## config.mk

```make
export PLATFORM = sky130hd
export DESIGN_NAME = asdhs_hash
export DESIGN_NICKNAME = d
export VERILOG_FILES = /design/src/design/anchor_set_dedup_hash_store_macros.svh /design/src/design/asdhs_hash.sv
export SDC_FILE = /design/constraint.sdc
export NUM_CORES = 1
export LEC_CHECK = 0
export ABC_AREA = 1
export ABC_CLOCK_PERIOD_IN_PS = 2100
export BUFFER_PORTS_ARGS = -buffer_cell sky130_fd_sc_hd__buf_2
export CAP_MARGIN = 20
export CORE_MARGIN = 1
export CORE_UTILIZATION = 35
export CTS_CLUSTER_SIZE = 20
export DETAILED_ROUTE_END_ITERATION = 8
export PLACE_DENSITY_LB_ADDON = 0.15
export SLEW_MARGIN = 20
export SYNTH_ARGS = -nofsm -noshare
export SYNTH_HDL_FRONTEND = slang
export SYNTH_SLANG_ARGS = --single-unit
```

## constraint.sdc

```tcl
create_clock -name clk_i -period 2.1 [get_ports clk_i]
set_clock_uncertainty 0.15 [all_clocks]
set_input_delay 0.105 -clock clk_i [delete_from_list [all_inputs] [get_ports clk_i]]
set_output_delay 0.105 -clock clk_i [all_outputs]
set_load 0.03 [all_outputs]
```

## src/design/anchor_set_dedup_hash_store_macros.svh

```systemverilog
// ----------------------------------------------------------------------------
// Assertion macros for the anchor set dedup store
// Implication checks on the clk_i / rst_ni domain; empty for synthesis.
// ----------------------------------------------------------------------------
`ifndef ANCHOR_SET_DEDUP_HASH_STORE_MACROS_SVH
`define ANCHOR_SET_DEDUP_HASH_STORE_MACROS_SVH

`ifndef SYNTHESIS
`define ASDHS_ASSERT_IMP(lbl, ante, cons) \
  lbl: assert property (@(posedge clk_i) disable iff (!rst_ni) (ante) |-> (cons)) \
    else $error("asdhs: same-cycle check failed");
`define ASDHS_ASSERT_NXT(lbl, ante, cons) \
  lbl: assert property (@(posedge clk_i) disable iff (!rst_ni) (ante) |=> (cons)) \
    else $error("asdhs: next-cycle check failed");
`else
`define ASDHS_ASSERT_IMP(lbl, ante, cons)
`define ASDHS_ASSERT_NXT(lbl, ante, cons)
`endif

`endif

```

## src/design/asdhs_hash.sv

```systemverilog
// ----------------------------------------------------------------------------
// asdhs_hash
// Shared hash accumulator: h = (h*33 + v) mod 2^r, one value per step.
// ----------------------------------------------------------------------------
module asdhs_hash #(
  parameter int HB_W       = 10,
  parameter int VALUE_BITS = 20
) (
  input  logic                  clk_i,
  input  logic                  rst_ni,
  input  logic [3:0]            size_log2_i,
  input  logic                  step_i,
  input  logic                  init_i,
  input  logic [VALUE_BITS-1:0] value_i,
  output logic [HB_W-1:0]       hash_o,
  output logic [HB_W-1:0]       hash_next_o
);

  localparam int EW = (HB_W > VALUE_BITS) ? HB_W : VALUE_BITS;

  logic [HB_W-1:0] hash_q, hash_d;
  logic [HB_W-1:0] base, mask, sum;
  logic [4:0]      r_eff;

  always_comb begin
    r_eff = (size_log2_i == 4'd0) ? 5'd1 : {1'b0, size_log2_i};
    if (int'(r_eff) > HB_W) begin
      r_eff = 5'(HB_W);
    end
    for (int i = 0; i < HB_W; i++) begin
      mask[i] = (i < int'(r_eff));
    end
  end

  always_comb begin
    base   = init_i ? '0 : hash_q;
    // times 33 as shift-add, only low bits survive the modulo
    sum    = HB_W'({base, 5'b0}) + base + HB_W'(EW'(value_i));
    hash_d = step_i ? (sum & mask) : hash_q;
  end

  always_ff @(posedge clk_i or negedge rst_ni) begin
    if (!rst_ni) begin
      hash_q <= '0;
    end else begin
      hash_q <= hash_d;
    end
  end

  assign hash_o      = hash_q;
  assign hash_next_o = hash_d;

endmodule

```

# Word level (Yosys, flattened, before mapping)
# Cells that the tools add are included.
[op_classes] addsub=2 bitwise=1 n_reduce_logical=1 order_cmp=11 mux=4
[op_table] op="$add A10 B10 Y10" n=2
[op_table] op="$lt A3 B5 Y1 const A" n=4
[op_table] op="$mux W10" n=2
[op_table] op="$and A10 B10 Y10" n=1
[op_table] op="$lt A1 B5 Y1 const A" n=2
[op_table] op="$lt A2 B5 Y1 const A" n=2
[op_table] op="$lt A4 B5 Y1 const A" n=2
[op_table] op="$mux W4" n=2
[op_table] op="$gt A4 B4 Y1 const B" n=1
[op_table] op="$logic_not A4 Y1" n=1
[totals] inputBits=28 reg_bits=10

# Depth between registers and ports, before layout
[depth] word_depth=7 ltp_mapped=15 mapped_depth_nobuf=15

# Least setup slack after synthesis
# No wires, ideal clock.
[synth_timing] kind="flip-flop to flip-flop" start="register hash_q[0], in the netlist hash_o[0]" end="register hash_q[7], in the netlist hash_o[7]" synth_period_minus_slack_ns=2.817 setup_time_ns=0.187 path_stages_with_launch=14 n_path_buf=0 arrival_ns=2.480 slack_ns=-0.717 cell_sequence="dfrtp_1 -> inv_1 -> nor2_1 -> inv_1 -> fa_1 -> inv_1 -> ha_1 -> nand2_2 -> inv_1 -> nand3_1 -> nand2_1 -> nand2_1 -> nand2_1 -> o22ai_1"
[synth_between] elab_chain_len=5
[synth_rtl] element="from (decl)" line="asdhs_hash.sv:21" source="logic [HB_W-1:0] hash_q, hash_d;"
[synth_rtl] element="from (signal assigned)" line="asdhs_hash.sv:46" source="hash_q <= hash_d;"
[synth_rtl] element="$mux W10" line="asdhs_hash.sv:36" source="base = init_i ? '0 : hash_q;"
[synth_rtl] element="$add A10 B10 Y10 (2 in series)" line="asdhs_hash.sv:38" source="sum = HB_W'({base, 5'b0}) + base + HB_W'(EW'(value_i));"
[synth_rtl] element="$and A10 B10 Y10" line="asdhs_hash.sv:39" source="hash_d = step_i ? (sum & mask) : hash_q;"
[synth_rtl] element="$mux W10" line="asdhs_hash.sv:39"
[synth_rtl] element="named net hash_next_o[7]" line="asdhs_hash.sv:16" source="output logic [HB_W-1:0] hash_next_o"
# The timed path passes the listed nets, and every way through them passes these cells.

# Final worst setup path
[layout_timing] start="register hash_q[1], in the netlist hash_o[1]" end="output hash_next_o[5]"
[layout_between] elab_chain_len=5
[layout_rtl] element="$mux W10" line="asdhs_hash.sv:36"
[layout_rtl] element="$add A10 B10 Y10 (2 in series)" line="asdhs_hash.sv:38"
[layout_rtl] element="$and A10 B10 Y10" line="asdhs_hash.sv:39"
[layout_rtl] element="$mux W10" line="asdhs_hash.sv:39"
[layout_rtl] element="to (decl)" line="asdhs_hash.sv:16"
# Every way passes these cells.

==> reports/qor.txt <==
STATUS
--------------------------------------------------------------------------------------------------------
Status                                                                                      finished, violations left
Failing checks                                                                              negative setup slack

CLOCK NETWORK
--------------------------------------------------------------------------------------------------------
Clock Root Buffer                                                                           sky130_fd_sc_hd__clkbuf_4
Total number of H-tree levels                                                                          1
Post-CTS clock slew at the launch and capture registers of the worst setup and hold paths        0.07 ns
Longest Clk Path Bufs                                                                                  2
Worst-skew pair later-pin latency                                                                0.27 ns
Number of buffers added by the clock tree synthesis step                                               3
CTS sink count                                                                                        10
Clock tree from TritonCTS                                                                            yes

SYNTHESIS
--------------------------------------------------------------------------------------------------------
Flip-flop cell with the highest count after synthesis                                       sky130_fd_sc_hd__dfrtp_1
Synthesis-stage register bit count                                                                    10
Most frequent cell after synthesis                                                          sky130_fd_sc_hd__nand2_1
Number of enable flip-flop cells after synthesis                                                       0
Fraction of synthesized cell area taken by the top area cell type                                  0.223
Synth area leaders                                                                          sky130_fd_sc_hd__dfrtp_1 (22%), sky130_fd_sc_hd__ha_1 (14%), sky130_fd_sc_hd__nand2_1 (14%)
Syn avg cell area                                                                               6.69 µm²
Sequential cell area fraction in the yosys report                                                  0.223
Cell type with the highest aggregate area in the netlist                                    sky130_fd_sc_hd__dfrtp_1
Synth async-reset ratio                                                                             1.00
Cell area after synthesis                                                                    0.00112 mm²
Commonest cells in the synthesized netlist                                                  sky130_fd_sc_hd__nand2_1 (41), sky130_fd_sc_hd__inv_1 (33), sky130_fd_sc_hd__nor2_1 (22)
Yosys warns                                                                                            0
Instance count of the mapped netlist                                                                 168
Cell variety after synth                                                                              21
Synthesized netlist net count                                                                        214

PLACEMENT
--------------------------------------------------------------------------------------------------------
Count of buffers from port buffering                                                                  37
Half-perimeter wire length after detailed placement                                              2620 µm
Weighted congestion reported at the end of routability-driven placement                            0.881
Placed instance area                                                                         0.00161 mm²

POWER AND IR DROP
--------------------------------------------------------------------------------------------------------
Portion of total power attributed to combinational logic                                           0.754
Clock network power share                                                                          0.096
Internal power                                                                                    963 µW
Sequential cell fraction of total power                                                            0.151
VDD IR max                                                                                      0.616 mV
Net switching power                                                                               871 µW
Static Leakage                                                                                   1.04 nW
Switch share                                                                                       0.475
PD cells                                                                                      908 mW/mm²

FLOORPLANNING
--------------------------------------------------------------------------------------------------------
Floorplan die area                                                                           0.00344 mm²
Placeable core region                                                                        0.00305 mm²
Initial core utilization                                                                           0.368
Die boundary width                                                                               58.7 µm
Number of top-level design ports                                                                      48
Standard-cell row count                                                                               20
Die H                                                                                            58.7 µm

GLOBAL ROUTING
--------------------------------------------------------------------------------------------------------
GRT Util Overall                                                                                   0.214
Overflow left after global routing                                                                     0
Via count of the first global-routing pass                                                          1242
Maximum number of pins on one net before global-route repair                                          13
Global-route wire length before repair                                                           5500 µm
Number of antenna violations at the first check in global routing                                      0

LAYOUT
--------------------------------------------------------------------------------------------------------
Filler Cell Count                                                                                    269
Final cell area excluding filler cells                                                       0.00202 mm²
Flip-flop count of the largest register, all copies and words added                                   10
Fraction of final layout cells sized beyond drive strength 1                                       0.612
Area of the multi-input gates                                                                0.00106 mm²
Signed area change from the synthesized netlist to the final layout                                79.8%
Total area of sequential cells                                                                   260 µm²
Antenna Cells                                                                                          0
Final-stage net count                                                                                284

TIMING
--------------------------------------------------------------------------------------------------------
Worst hold slack across all endpoints                                                          0.0430 ns
Final hold violations                                                                                  0
Final cycle utilization of the critical path                                                        1.28
Final setup viols                                                                                     15
Maximum clock frequency                                                                          373 MHz
RSZ-0062 raised after global routing                                                                 yes
Pins Over Slew Limit                                                                                   0
Post-route worst setup slack                                                                   -0.579 ns
Worst rel slew slack                                                                               0.793
Worst Tran Pin Value                                                                            0.307 ns
Final critical-path required period                                                              2.68 ns

FLOW RUN
--------------------------------------------------------------------------------------------------------
Maxcap violations                                                                                      0

CRITICAL PATH
--------------------------------------------------------------------------------------------------------
Crit Reg-Reg Startpoint                                                                        hash_o[1]
Critical path startpoint category                                                               register
Data required, critical path                                                                     1.85 ns
Arrival time reported for the critical path endpoint                                             2.42 ns
Launching instance or port of the critical path                                                hash_o[1]
Kind of end point of the critical path                                                      primary output
Kind of critical path                                                                            reg2out
Critical Path Fanout Max                                                                               3

HOLD PATH
--------------------------------------------------------------------------------------------------------
Hold crit path type                                                                               in2reg
Worst Min Path Start                                                                          value_i[0]

ROUTING
--------------------------------------------------------------------------------------------------------
Vias per std cell                                                                                   4.63
Drt wl/cell                                                                                      12.7 µm
Number of design rule violations left after detail routing                                             0
Detailed-router iteration count before antenna repair                                                  4
Via count                                                                                           1301
DRT Wirelength                                                                                   3570 µm
Routed Antenna Nets                                                                                    0
Number of DRC violations after detailed-routing iteration 0                                           43

[routing by layer]
metal | global-route usage | share of wire | vias to the layer above | wire, µm
met1 | 0.295 | 0.45 | 587 | 1600
met2 | 0.351 | 0.48 | 48 | 1720
met4 | 0.0918 | 0.026 | 0 | 91
li1 | - | - | 657 | -
met5 | 0 | 0 | - | 0
met3 | 0.0110 | 0.046 | 9 | 164
[cells in the final DEF, fill, tap and decap left out, types with 5 or more instances in the layout]
cell                      netlist  layout
sky130_fd_sc_hd__ha_4           0      10
sky130_fd_sc_hd__nand2_4        0       8
sky130_fd_sc_hd__nor2_1        22      15
sky130_fd_sc_hd__buf_2          1      28
sky130_fd_sc_hd__nand2_1       41      26
sky130_fd_sc_hd__nor2_4         0       5
sky130_fd_sc_hd__nand3_1       14       8
sky130_fd_sc_hd__buf_6          1      10
sky130_fd_sc_hd__nand3_2        0       5
sky130_fd_sc_hd__inv_1         33      23
sky130_fd_sc_hd__inv_2          4      14
sky130_fd_sc_hd__nand2_2        4      11
sky130_fd_sc_hd__buf_4          0      28
sky130_fd_sc_hd__dfrtp_2        0       8
[worst paths after layout]
| kind | slack, ns | cells past startpoint | endpoint |
|---|---|---|---|
| setup / recovery | -0.58 | 13 | hash_next_o[5] |
| hold / removal | 0.04 | 4 | hash_o[0] |
| setup reg to reg | -0.30 | 15 | hash_o[9] |
| hold reg to reg | 0.46 | 2 | hash_o[0] |
| max in group asynchronous | 1.51 | 2 | hash_o[7] |
| min in group asynchronous | 0.08 | 2 | hash_o[0] |
[power by group through the flow]
stage / sequential, mW / combinational [mW] / clock (mW)
global placement: 0.274 / 1.03 / 0
finish: 0.276 / 1.38 / 0.175
floorplan: 0.376 / 0.593 / 0
global route: 0.280 / 1.48 / 0.183
detailed placement: 0.276 / 1.04 / 0
CTS: 0.273 / 1.25 / 0.182
[metrics by stage]
step | cells | setup TNS (ns) | worst slack (ns) | utilization | power, mW
floorplan | 168 | -1.51 | -0.198 | - | 0.969
global placement | 265 | -2.10 | -0.352 | 0.528 | 1.31
detailed placement | 265 | -2.22 | -0.361 | 0.528 | 1.32
CTS | 273 | -3.80 | -0.557 | 0.615 | 1.70
global route | 281 | -6.36 | -0.712 | 0.662 | 1.94
finish | 281 | -4.91 | -0.579 | 0.662 | 1.83
[layout make-up]
cell class,count,share of cell area
timing repair buffer,67,0.234
clock buffer,4,0.0180
tap,44,0.0272
sequential,10,0.129
multi-input combinational,119,0.523
inverter,37,0.0687
[cell families (layout without fill, tap and decap cells)]
family,count (synthesis),count (layout),synth area share
buffers and inverters,39,108,0.138
and+or+nand+nor,85,85,0.320
adders and majority gates,18,18,0.234
DFF,10,10,0.223
AOI/OAI and AO/OA,14,14,0.0702
xor gates and xnor gates,2,2,0.0156
[critical path: stages, from the launching register on]
cell                      delay, ns
sky130_fd_sc_hd__dfrtp_2       0.41
sky130_fd_sc_hd__inv_2         0.07
sky130_fd_sc_hd__nor2_4        0.04
sky130_fd_sc_hd__buf_4         0.15
sky130_fd_sc_hd__ha_4          0.21
sky130_fd_sc_hd__ha_4          0.17
sky130_fd_sc_hd__fa_2          0.35
sky130_fd_sc_hd__nand2_2       0.10
sky130_fd_sc_hd__nand2_4       0.07
sky130_fd_sc_hd__nand2_4       0.06
sky130_fd_sc_hd__buf_4         0.11
sky130_fd_sc_hd__xor2_2        0.07
sky130_fd_sc_hd__o21ai_2       0.18
sky130_fd_sc_hd__buf_6         0.15
[what timing repair did]
action / in CTS / in global routing
gates resized for setup: 50 / 17
hold buffers: 1 / 0
pin swaps: 23 / 19
endpoints found under the hold margin: 10 / 0
endpoints found under the setup margin: 15 / 14
setup buffers: 3 / 8
Power figures use the tool's default switching activity.
